**config.mk**
```make
export PLATFORM = sky130hd
export DESIGN_NAME = fscu_ctrl
export DESIGN_NICKNAME = d
export VERILOG_FILES = /design/src/sv/fscu_pkg.sv /design/src/sv/fscu_ctrl.sv
export SDC_FILE = /design/constraint.sdc
export NUM_CORES = 1
export LEC_CHECK = 0
export BUFFER_PORTS_ARGS = -buffer_cell sky130_fd_sc_hd__buf_2
export CORE_MARGIN = 4
export CORE_UTILIZATION = 35
export DETAILED_ROUTE_END_ITERATION = 7
export GPL_ROUTABILITY_DRIVEN = 0
export SLEW_MARGIN = 10
export SYNTH_ARGS = -nofsm -noshare
export SYNTH_HDL_FRONTEND = slang
export SYNTH_SLANG_ARGS = --single-unit
```
**constraint.sdc**
```tcl
create_clock -name aclk -period 5.3 [get_ports aclk]
set_input_delay 0 -clock aclk [delete_from_list [all_inputs] [get_ports aclk]]
set_output_delay 0 -clock aclk [all_outputs]
set_load 0.05 [all_outputs]
```
**src/sv/fscu_pkg.sv**
```systemverilog
// ----------------------------------------------------------------------------
// fscu_pkg
// Shared types, cell and operation codes, and command/status bundles for the
// falling sand cell update block.
// ----------------------------------------------------------------------------
package fscu_pkg;

    typedef logic [2:0] cell_t;
    typedef logic [1:0] func_t;
    typedef logic [2:0] dir_t;
    typedef logic [2:0] wsrc_t;
    typedef logic [0:0] reg_idx_t;
    typedef logic [6:0] pct_t;

    // cell codes
    localparam cell_t CELL_EMPTY = 3'd0;
    localparam cell_t CELL_SAND  = 3'd1;
    localparam cell_t CELL_WALL  = 3'd2;
    localparam cell_t CELL_WATER = 3'd3;
    localparam cell_t CELL_FIXED = 3'd4;
    localparam cell_t CELL_OIL   = 3'd5;
    localparam cell_t CELL_FIRE  = 3'd6;
    localparam cell_t CELL_NONE  = 3'd7;

    // operation codes (code three acts as read)
    localparam func_t FUNC_UPDATE = 2'd0;
    localparam func_t FUNC_PAINT  = 2'd1;
    localparam func_t FUNC_READ   = 2'd2;

    // neighbor directions; DIR_NONE addresses the visited cell itself
    localparam dir_t DIR_NONE  = 3'd0;
    localparam dir_t DIR_DOWN  = 3'd1;
    localparam dir_t DIR_LEFT  = 3'd2;
    localparam dir_t DIR_RIGHT = 3'd3;
    localparam dir_t DIR_DL    = 3'd4;
    localparam dir_t DIR_DR    = 3'd5;
    localparam dir_t DIR_UP    = 3'd6;

    // grid write data sources
    localparam wsrc_t WSRC_EMPTY = 3'd0;
    localparam wsrc_t WSRC_PAINT = 3'd1;
    localparam wsrc_t WSRC_MEMQ  = 3'd2;
    localparam wsrc_t WSRC_CUR   = 3'd3;
    localparam wsrc_t WSRC_FIRE  = 3'd4;

    // configuration register indexes
    localparam reg_idx_t REG_EXTINGUISH_PCT = 1'b0;
    localparam reg_idx_t REG_IGNITE_PCT     = 1'b1;

    localparam pct_t EXTINGUISH_PCT_RST = 7'd20;
    localparam pct_t IGNITE_PCT_RST     = 7'd50;

    typedef struct packed {
        logic  load;
        logic  clr;
        logic  mem_rd;
        logic  mem_wr;
        logic  addr_self;
        dir_t  dir;
        wsrc_t wsrc;
        logic  take_cur;
        logic  set_paint;
        logic  set_move;
        logic  set_ext;
        logic  set_ign;
        logic  out_load;
    } fscu_cmd_t;

    typedef struct packed {
        func_t func;
        cell_t rd_cell;
        cell_t cur;
        logic  self_in_grid;
        logic  nb_in_grid;
        logic  probe_hit;
        logic  ign_hit;
        logic  ext_hit;
        logic  paint_ok;
        logic  clr_last;
        logic  out_free;
    } fscu_status_t;

    // move order: sand tries down, down-left, down-right; fluids add sideways
    function automatic dir_t probe_dir(input logic sand, input logic [2:0] step);
        dir_t d;
        d = DIR_DR;
        if (sand) begin
            case (step)
                3'd0:    d = DIR_DOWN;
                3'd1:    d = DIR_DL;
                default: d = DIR_DR;
            endcase
        end else begin
            case (step)
                3'd0:    d = DIR_DOWN;
                3'd1:    d = DIR_LEFT;
                3'd2:    d = DIR_RIGHT;
                3'd3:    d = DIR_DL;
                default: d = DIR_DR;
            endcase
        end
        return d;
    endfunction

    function automatic logic probe_last(input logic sand, input logic [2:0] step);
        return sand ? (step == 3'd2) : (step == 3'd4);
    endfunction

    function automatic dir_t ign_dir(input logic [2:0] step);
        dir_t d;
        case (step)
            3'd0:    d = DIR_DOWN;
            3'd1:    d = DIR_LEFT;
            3'd2:    d = DIR_RIGHT;
            default: d = DIR_UP;
        endcase
        return d;
    endfunction

    function automatic logic [3:0] ign_bit(input dir_t d);
        logic [3:0] b;
        case (d)
            DIR_DOWN:  b = 4'b0001;
            DIR_LEFT:  b = 4'b0010;
            DIR_RIGHT: b = 4'b0100;
            DIR_UP:    b = 4'b1000;
            default:   b = 4'b0000;
        endcase
        return b;
    endfunction

endpackage

```
**src/sv/fscu_ctrl.sv**
```systemverilog
// ----------------------------------------------------------------------------
// fscu_ctrl
// Controller: sequences the reset clearing sweep and, per item, the grid
// reads and writes of update, paint and read operations.
// ----------------------------------------------------------------------------
module fscu_ctrl (
    input  logic                  aclk,
    input  logic                  aresetn,
    input  logic                  s_tvalid,
    output logic                  s_tready,
    input  fscu_pkg::fscu_status_t status,
    output fscu_pkg::fscu_cmd_t    cmd
);

    localparam logic [3:0] ST_CLEAR     = 4'd0;
    localparam logic [3:0] ST_IDLE      = 4'd1;
    localparam logic [3:0] ST_RD_SELF   = 4'd2;
    localparam logic [3:0] ST_EVAL      = 4'd3;
    localparam logic [3:0] ST_WR_PAINT  = 4'd4;
    localparam logic [3:0] ST_PROBE     = 4'd5;
    localparam logic [3:0] ST_PROBE_CHK = 4'd6;
    localparam logic [3:0] ST_WR_NB     = 4'd7;
    localparam logic [3:0] ST_FIRE_EXT  = 4'd8;
    localparam logic [3:0] ST_IGN_RD    = 4'd9;
    localparam logic [3:0] ST_IGN_CHK   = 4'd10;
    localparam logic [3:0] ST_FIN       = 4'd11;

    logic [3:0] state_reg, state_next;
    logic [2:0] step_reg, step_next;
    logic       sand;
    logic       plast;
    logic       ilast;

    assign sand  = (status.cur == fscu_pkg::CELL_SAND);
    assign plast = fscu_pkg::probe_last(sand, step_reg);
    assign ilast = (step_reg == 3'd3);

    always_comb begin
        state_next = state_reg;
        step_next  = step_reg;
        cmd        = '0;
        s_tready   = (state_reg == ST_IDLE);
        case (state_reg)
            ST_CLEAR: begin
                cmd.clr    = 1'b1;
                cmd.mem_wr = 1'b1;
                if (status.clr_last) begin
                    state_next = ST_IDLE;
                end
            end
            ST_IDLE: begin
                if (s_tvalid) begin
                    cmd.load   = 1'b1;
                    state_next = ST_RD_SELF;
                end
            end
            ST_RD_SELF: begin
                cmd.addr_self = 1'b1;
                if (status.self_in_grid) begin
                    cmd.mem_rd = 1'b1;
                    state_next = ST_EVAL;
                end else begin
                    state_next = ST_FIN;
                end
            end
            ST_EVAL: begin
                cmd.take_cur = 1'b1;
                step_next    = 3'd0;
                state_next   = ST_FIN;
                case (status.func)
                    fscu_pkg::FUNC_UPDATE: begin
                        if (status.rd_cell == fscu_pkg::CELL_SAND ||
                            status.rd_cell == fscu_pkg::CELL_WATER ||
                            status.rd_cell == fscu_pkg::CELL_OIL) begin
                            state_next = ST_PROBE;
                        end else if (status.rd_cell == fscu_pkg::CELL_FIRE) begin
                            state_next = ST_FIRE_EXT;
                        end
                    end
                    fscu_pkg::FUNC_PAINT: begin
                        if (status.paint_ok && status.rd_cell != fscu_pkg::CELL_FIXED) begin
                            state_next = ST_WR_PAINT;
                        end
                    end
                    default: begin
                        state_next = ST_FIN;
                    end
                endcase
            end
            ST_WR_PAINT: begin
                cmd.addr_self = 1'b1;
                cmd.mem_wr    = 1'b1;
                cmd.wsrc      = fscu_pkg::WSRC_PAINT;
                cmd.set_paint = 1'b1;
                state_next    = ST_FIN;
            end
            ST_PROBE: begin
                cmd.dir = fscu_pkg::probe_dir(sand, step_reg);
                if (status.nb_in_grid) begin
                    cmd.mem_rd = 1'b1;
                    state_next = ST_PROBE_CHK;
                end else if (plast) begin
                    state_next = ST_FIN;
                end else begin
                    step_next = step_reg + 3'd1;
                end
            end
            ST_PROBE_CHK: begin
                cmd.dir = fscu_pkg::probe_dir(sand, step_reg);
                if (status.probe_hit) begin
                    // self takes the neighbor's content, neighbor gets ours next
                    cmd.addr_self = 1'b1;
                    cmd.mem_wr    = 1'b1;
                    cmd.wsrc      = fscu_pkg::WSRC_MEMQ;
                    cmd.set_move  = 1'b1;
                    state_next    = ST_WR_NB;
                end else if (plast) begin
                    state_next = ST_FIN;
                end else begin
                    step_next  = step_reg + 3'd1;
                    state_next = ST_PROBE;
                end
            end
            ST_WR_NB: begin
                cmd.dir    = fscu_pkg::probe_dir(sand, step_reg);
                cmd.mem_wr = 1'b1;
                cmd.wsrc   = fscu_pkg::WSRC_CUR;
                state_next = ST_FIN;
            end
            ST_FIRE_EXT: begin
                cmd.addr_self = 1'b1;
                step_next     = 3'd0;
                state_next    = ST_IGN_RD;
                if (status.ext_hit) begin
                    cmd.mem_wr  = 1'b1;
                    cmd.wsrc    = fscu_pkg::WSRC_EMPTY;
                    cmd.set_ext = 1'b1;
                end
            end
            ST_IGN_RD: begin
                cmd.dir = fscu_pkg::ign_dir(step_reg);
                if (status.nb_in_grid) begin
                    cmd.mem_rd = 1'b1;
                    state_next = ST_IGN_CHK;
                end else if (ilast) begin
                    state_next = ST_FIN;
                end else begin
                    step_next = step_reg + 3'd1;
                end
            end
            ST_IGN_CHK: begin
                cmd.dir = fscu_pkg::ign_dir(step_reg);
                if (status.ign_hit) begin
                    cmd.mem_wr  = 1'b1;
                    cmd.wsrc    = fscu_pkg::WSRC_FIRE;
                    cmd.set_ign = 1'b1;
                end
                if (ilast) begin
                    state_next = ST_FIN;
                end else begin
                    step_next  = step_reg + 3'd1;
                    state_next = ST_IGN_RD;
                end
            end
            ST_FIN: begin
                if (status.out_free) begin
                    cmd.out_load = 1'b1;
                    state_next   = ST_IDLE;
                end
            end
            default: begin
                state_next = ST_IDLE;
            end
        endcase
    end

    always_ff @(posedge aclk) begin
        if (!aresetn) begin
            state_reg <= ST_CLEAR;
            step_reg  <= 3'd0;
        end else begin
            state_reg <= state_next;
            step_reg  <= step_next;
        end
    end

endmodule

```
==> flow_summary.ini, run 1 <==
[status]
status = completed

[setup_path]
cp_top_family = simple AND/OR/NAND/NOR gates
critPathBufInv = 1
crit_chain = nand2b_1 -> nor2_1 -> or4b_2 -> buf_2
arrival_ns = 2.33
slowest_delay_ns = 0.70
path_max_fanout = 18
crit_required_ns = 5.30
slowest_stage = dfxtp_1
critPathCaptureType = output port
worstSetupPathType = flip-flop to output port
startpoint_type = flip-flop

[pwr]
leakagePower_nw = 0.5049
powerDensity_nw_per_um2 = 137.1
vdd_drop_max_v = 0.0001034

[synth]
syn-num-nets = 178
synth-edff-count = 0
yosysTopAreaCellShare = 0.1393
syn_area_per_cell_um2 = 6.532
async_flop_share = 0
netlist_area_um2 = 1006
ys_top_cells_by_area = dfxtp_1 (14%), nor2_1 (7.1%), ha_1 (6.2%), o21ai_0 (6.0%), nand2_1 (6.0%)
ys_types = 45
syn-instance-count = 154
ys_seq_area_frac = 0.1393
ys_ff_latch = 7
ys.flop_type = dfxtp_1
ys_warn_count = 0
post-synth-top-count-cell = nor2_1
synthTopCellsByCount = nor2_1 (19), nand2_1 (16), o21ai_0 (12), inv_1 (10), a21oi_1 (9)
synth_top_area_cell = dfxtp_1

[timing]
relSlewSlack = 0.6025
rsz0062_at_grt = no
fmax_ghz = 0.4297
slew_viol_final = 0
finalWorstPathRequiredPeriod_ns = 2.327
fin_skew_ns = 0.005902
finalHoldWorstSlack_ns = 0.08485
finalHoldViolCount = 0
tightest_slew_ns = 0.5955
period_share = 0.4391
setup_tns_ns = 0
setup_viol = 0

[clock_network]
post-cts-setup-buffers = 0
cts_tree = done
cts_buffer_depth = 2
cts_buffers = 3
clk_pin_slew_ns = 0.05
cts_hold_buf = 0
cts-root-buf = clkbuf_4
cts.repair.resized = 0
clk-insertion-delay-late_ns = 0.25
h-tree-depth = 1
cts.sink_count = 7

[grt]
grtUsageMet1 = 0.2042
overflow = 0
grt_pass1_vias = 1132
grt_pass1_wl_mm = 4.795
grt_usage = 0.1643
grt-busiest-layer = met2
antenna_found_initial = 0
use_met3 = 0.02096
grt_max_degree = 19
use_met2 = 0.2825

[die]
io_pins = 37
die_w_um = 61.61
fp.dieArea_um2 = 3796
core-area_um2 = 2758
start_util = 0.3648
die-height_um = 61.61
core.rowCount = 19

[cells_and_area]
area_growth_pct = 19.53
num-nets-final = 208
largest_reg_flops = 4
instances_no_fill = 214
final_layout_size_suffix_gt1_frac = 0.2350
n_antenna_cell = 0
fin_util = 0.4360

[drt]
drc = 0
ant_nets = 0
drt_iter0_markers = 39
first_pass_iters = 4
num_vias = 1233
via_per_inst = 5.762
drt-total-wl_mm = 2.958
wl_per_cell_um = 13.82

[place]
placed_cells = 210
placement.io_buffers = 36
dpl.hpwl_mm = 2.374

[run]
maxCapViolations = 0

[min_path]
hp-class = input port to flip-flop
-- worst paths after layout --
path                                     end  slack, ns          from  cells past startpoint
worst max-delay path                 cmd[13]       2.97  state_reg[3]                      4
worst min-delay path            state_reg[0]       0.08       aresetn                      3
worst max register to register   step_reg[0]       3.15  state_reg[2]                      4
worst min register to register   step_reg[1]       0.51   step_reg[1]                      2
-- metal layers --
metal | share of wire | vias to the layer above
li1 | - | 612
met3 | 0.075 | 7
met1 | 0.44 | 556
met2 | 0.47 | 58
met5 | 0 | -
met4 | 0.014 | 0
-- layout by cell type (no fill, tap or decap), drive strengths merged, types with 3 or more instances in the layout --
cell	synthesis	layout
buf	5	36
nor2	19	19
nand2	16	16
o21ai	12	12
inv	10	10
a21oi	9	9
nor3	7	7
dfxtp	7	7
nor2b	5	5
nand2b	5	5
ha	5	5
and3	4	4
mux2i	4	4
clkbuf	6	4
a31oi	3	3
o22ai	3	3
o211ai	3	3
-- layout make-up --
class | instances | area [um^2]
Timing Repair Buffer | 36 | 180.2
Fill cell | 292 | 1555
Multi-Input combinational cell | 126 | 779.5
Clock buffer | 4 | 26.28
Tap cell | 31 | 38.79
Inverter | 10 | 37.54
Sequential cell | 7 | 140.1
-- metrics by stage --
| stage | area (um^2) | setup slack [ns] | power, W |
|---|---|---|---|
| after floorplan | 1006 | 2.722 | 0.0001000 |
| after global placement | 1176 | 3.223 | 0.0001175 |
| after detailed placement | 1176 | 3.160 | 0.0001180 |
| after CTS | 1202 | 2.980 | 0.0001675 |
| after global routing | 1202 | 2.855 | 0.0001764 |
| final | 1202 | 2.973 | 0.0001649 |
-- kinds of logic (layout without fill, tap and decap cells) --
| logic type | after synthesis | in the layout | share of synthesized area |
|---|---|---|---|
| flops | 7 | 7 | 0.1393 |
| mux | 4 | 4 | 0.03980 |
| simple gates | 68 | 68 | 0.3433 |
| fa+ha+maj | 5 | 5 | 0.06219 |
| xor+xnor | 3 | 3 | 0.02612 |
| compound gates | 46 | 46 | 0.3035 |
| buf+inv | 21 | 50 | 0.08582 |
-- worst register-to-register path, delay by kind of cell, from the launching register on --
family / cells / cell delay (ns)
compound gates: 2 / 0.59
simple gates: 2 / 0.84
flops: 1 / 0.67
-- report_power, final --
group / internal, W / switching [W] / leakage (nW)
registers: 0.0000540 / 0.00000489 / 0.0567
clock network: 0.0000287 / 0.0000187 / 0.0150
logic: 0.0000203 / 0.0000383 / 0.433
Note: power is estimated with default switching activity, not from simulation.
==> inputs of run 2 (changes only) <==
- clock period: 5.3 -> 2.4 ns (I/O delays scaled with it)
==> flow_summary.ini, run 2 (synthesized netlist as in run 1, its figures left out) <==
[place]
placed_cells = 214
place_area_um2 = 1211
placement.io_buffers = 36
post-place-ws_ns = 0.2991
dpl.hpwl_mm = 2.538

[timing]
fmax_ghz = 0.4438
setup_tns_ns = 0
finalHoldWorstSlack_ns = 0.06730
worst_slack_ns = 0.1466
finalWorstPathRequiredPeriod_ns = 2.253
period_share = 0.9389
finalHoldViolCount = 0
tightest_slew_ns = 0.5118
slew_viol_final = 0
relSlewSlack = 0.6583
setup_viol = 0
rsz0062_at_grt = no
fin_skew_ns = 0.009798

[cells_and_area]
n_antenna_cell = 0
fin_area_um2 = 1237
final_common_cell = buf_2
final_layout_size_suffix_gt1_frac = 0.2567
num-nets-final = 212
area_growth_pct = 23.01
final_cell_mix = buf_2 (36), nor2_1 (19), nand2_1 (16)
largest_reg_flops = 4
instances_no_fill = 218

[drt]
drt_iter0_markers = 93
ant_nets = 0
wl_per_cell_um = 14.24
drc = 0
via_per_inst = 5.821
num_vias = 1269
drt-total-wl_mm = 3.104
first_pass_iters = 4

[clock_network]
clk-insertion-delay-late_ns = 0.26
clk_pin_slew_ns = 0.06
h-tree-depth = 1
cts_tree = done
cts_buffers = 3
cts_hold_buf = 0
cts_buffer_depth = 2
cts-root-buf = clkbuf_4
post-cts-setup-buffers = 0
cts.sink_count = 7
cts.repair.resized = 0

[grt]
use_met2 = 0.3079
grt_max_degree = 18
grt_usage = 0.1710
antenna_found_initial = 0
grt_pass1_vias = 1136
overflow = 0
use_met3 = 0.01258
grt-busiest-layer = met2
grt_pass1_wl_mm = 4.947
grtUsageMet1 = 0.2099

[setup_path]
crit_chain = nor2_1 -> and3_1 -> or4b_2 -> buf_2
arrival_ns = 2.25
slowest_stage = dfxtp_1
slowest_delay_ns = 0.64
path_max_fanout = 17
critPathCaptureType = output port
startpoint_type = flip-flop
crit_required_ns = 2.40
worstSetupPathType = flip-flop to output port

[pwr]
leakagePower_nw = 0.5300
vdd_drop_max_v = 0.0001714
powerDensity_nw_per_um2 = 301.3

[run]
maxCapViolations = 0

[die]
core-area_um2 = 2758
die-height_um = 61.61
io_pins = 37
start_util = 0.3648
core.rowCount = 19
fp.dieArea_um2 = 3796
die_w_um = 61.61

[status]
status = completed

[min_path]
hp-class = input port to flip-flop
-- run 2: cell count changes in the layout (fill, tap and decap cells not counted), sizes merged --
cell  delta
buf      +4
-- run 2: metrics by stage --
step / util / total power [W]
floorplan: - / 0.0002210
global placement: 0.4392 / 0.0002624
detailed placement: 0.4392 / 0.0002646
CTS: 0.4487 / 0.0003762
global route: 0.4487 / 0.0003961
finish: 0.4487 / 0.0003729
-- run 2: per-layer routing --
| metal | part of all wire | up-vias |
|---|---|---|
| met5 | 0 | - |
| met4 | 0.0093 | 0 |
| met3 | 0.058 | 4 |
| met2 | 0.48 | 48 |
| met1 | 0.45 | 597 |
| li1 | - | 620 |
-- run 2: critical path, delay by kind of cell, from the launching register on --
kind                   cells  cell delay, ns
buffers and inverters      1            0.23
AND/OR/NAND/NOR            3            1.13
flip-flops                 1            0.64
-- run 2: final timing paths --
kind                      from           end  slack, ns  cells after the start
hold / removal         aresetn  state_reg[0]       0.07                      3
setup / recovery  state_reg[1]       cmd[13]       0.15                      4
setup reg to reg  state_reg[1]   step_reg[0]       0.24                      5
hold reg to reg    step_reg[1]   step_reg[1]       0.52                      2
-- run 2: power by group --
| group | internal, W | switching [W] | total (W) |
|---|---|---|---|
| Combinational | 0.0000471 | 0.0000878 | 0.000135 |
| Sequential | 0.000119 | 0.00000844 | 0.000128 |
| Clock | 0.0000636 | 0.0000467 | 0.000110 |
| Total | 0.000230 | 0.000143 | 0.000373 |
-- run 2: area by class of cell --
cell class | count | area (um^2)
tap | 31 | 38.79
clock buffer | 4 | 26.28
fill | 307 | 1520
timing repair buffer | 40 | 210.2
multi-input combinational | 126 | 784.5
inverter | 10 | 37.54
sequential | 7 | 140.1
==> inputs of run 3 (changes only) <==
- CORE_ASPECT_RATIO: unset -> 0.75
==> flow_summary.ini, run 3 (synthesized netlist as in run 1, its figures left out) <==
[status]
status = completed

[die]
die-height_um = 54.43
start_util = 0.3750
die_w_um = 69.91
io_pins = 37
core-area_um2 = 2683
fp.dieArea_um2 = 3805
core.rowCount = 16

[place]
post-place-ws_ns = 0.4194
placement.io_buffers = 36
dpl.hpwl_mm = 2.565
placed_cells = 220

[clock_network]
cts_buffers = 3
cts_hold_buf = 0
clk_pin_slew_ns = 0.04
cts.repair.resized = 0
post-cts-setup-buffers = 0
h-tree-depth = 1
clk-insertion-delay-late_ns = 0.23
cts_buffer_depth = 2
cts.sink_count = 7
cts_tree = done
cts-root-buf = clkbuf_8

[drt]
drc = 0
via_per_inst = 5.607
drt-met1-wl_mm = 1.536
first_pass_iters = 5
ant_nets = 0
wl_per_cell_um = 14.42
wl_met2_mm = 1.408
wl_met3_um = 258
drt_iter0_markers = 132
drt-total-wl_mm = 3.229
num_vias = 1256
highest_layer = met4

[setup_path]
rr_endpoint = step_reg[2]
worstSetupPathType = flip-flop to output port
ff2ff_setup_slack_ns = 0.40
worstSetupStartpoint = state_reg[0]
arrival_ns = 2.15
crit_required_ns = 2.40
worst-r2r-cell-count = 5
startpoint_type = flip-flop
crit_path_end = cmd[13]
path_max_fanout = 13
critPathCaptureType = output port
timing.rr.start = state_reg[1]

[grt]
grt_pass1_vias = 1131
antenna_found_initial = 0
grt_usage = 0.1741
grt_pass1_wl_mm = 5.244
overflow = 0
grt_max_degree = 14

[timing]
finalWorstPathRequiredPeriod_ns = 2.153
finalHoldViolCount = 0
slew_viol_final = 0
rsz0062_at_grt = no
worst_slack_ns = 0.2472
fin_skew_ns = 0.0007082
fmax_ghz = 0.4645
tightest_slew_ns = 0.4659
period_share = 0.8970
relSlewSlack = 0.6870
setup_tns_ns = 0
setup_viol = 0

[cells_and_area]
num-nets-final = 213
n_antenna_cell = 0
largest_reg_flops = 4
instances_no_fill = 224
final_cell_mix = buf_2 (36), nor2_1 (19), nand2_1 (16)
area_growth_pct = 26.24
final_common_cell = buf_2
final_layout_size_suffix_gt1_frac = 0.2606

[min_path]
whs_path_depth = 3
hp-class = input port to flip-flop

[run]
maxCapViolations = 0

[pwr]
power.total_w = 0.0004336
leakagePower_nw = 0.5432
vdd_drop_max_v = 0.0001593
powerDensity_nw_per_um2 = 341.4
==> run 3: cell type report <==
cell class / instances / area (um^2)
Fill cell: 288 / 1413
Multi-Input combinational cell: 126 / 784.5
Timing Repair Buffer: 41 / 217.7
Sequential cell: 7 / 140.1
Clock buffer: 4 / 45.04
Tap cell: 36 / 45.04
Inverter: 10 / 37.54
==> run 3: worst max-delay path, stage by stage, from the launching register on <==
cell     delay [ns]
dfxtp_1        0.53
xor2_1         0.45
nor2_1         0.10
or4b_2         0.61
buf_2          0.23
==> run 3: worst min path at each step <==
stage | from | endpoint
after floorplan | status[1] | state_reg[0]
after global placement | aresetn | state_reg[0]
after detailed placement | aresetn | step_reg[1]
after CTS | aresetn | step_reg[0]
after global routing | aresetn | step_reg[1]
final | aresetn | step_reg[1]
==> run 3: metal layers <==
layer,up-vias,global-route usage
met4,0,0.07006
li1,621,-
met5,-,0
met1,568,0.2217
met2,63,0.2915
met3,4,0.03853
==> run 3: per-stage QoR <==
stage               area [um^2]  hold slack (ns)  utilization
floorplan                  1011           0.2128            -
global placement           1225           0.3401       0.4566
detailed placement         1225           0.3475       0.4566
CTS                        1270           0.1127       0.4734
global route               1270           0.1398       0.4734
finish                     1270           0.1158       0.4734
==> run 3: report_power, final <==
group | switching (W) | leakage, nW | internal [W]
logic | 0.0000905 | 0.464 | 0.0000478
registers | 0.00000744 | 0.0567 | 0.000120
clock network | 0.0000531 | 0.0228 | 0.000115
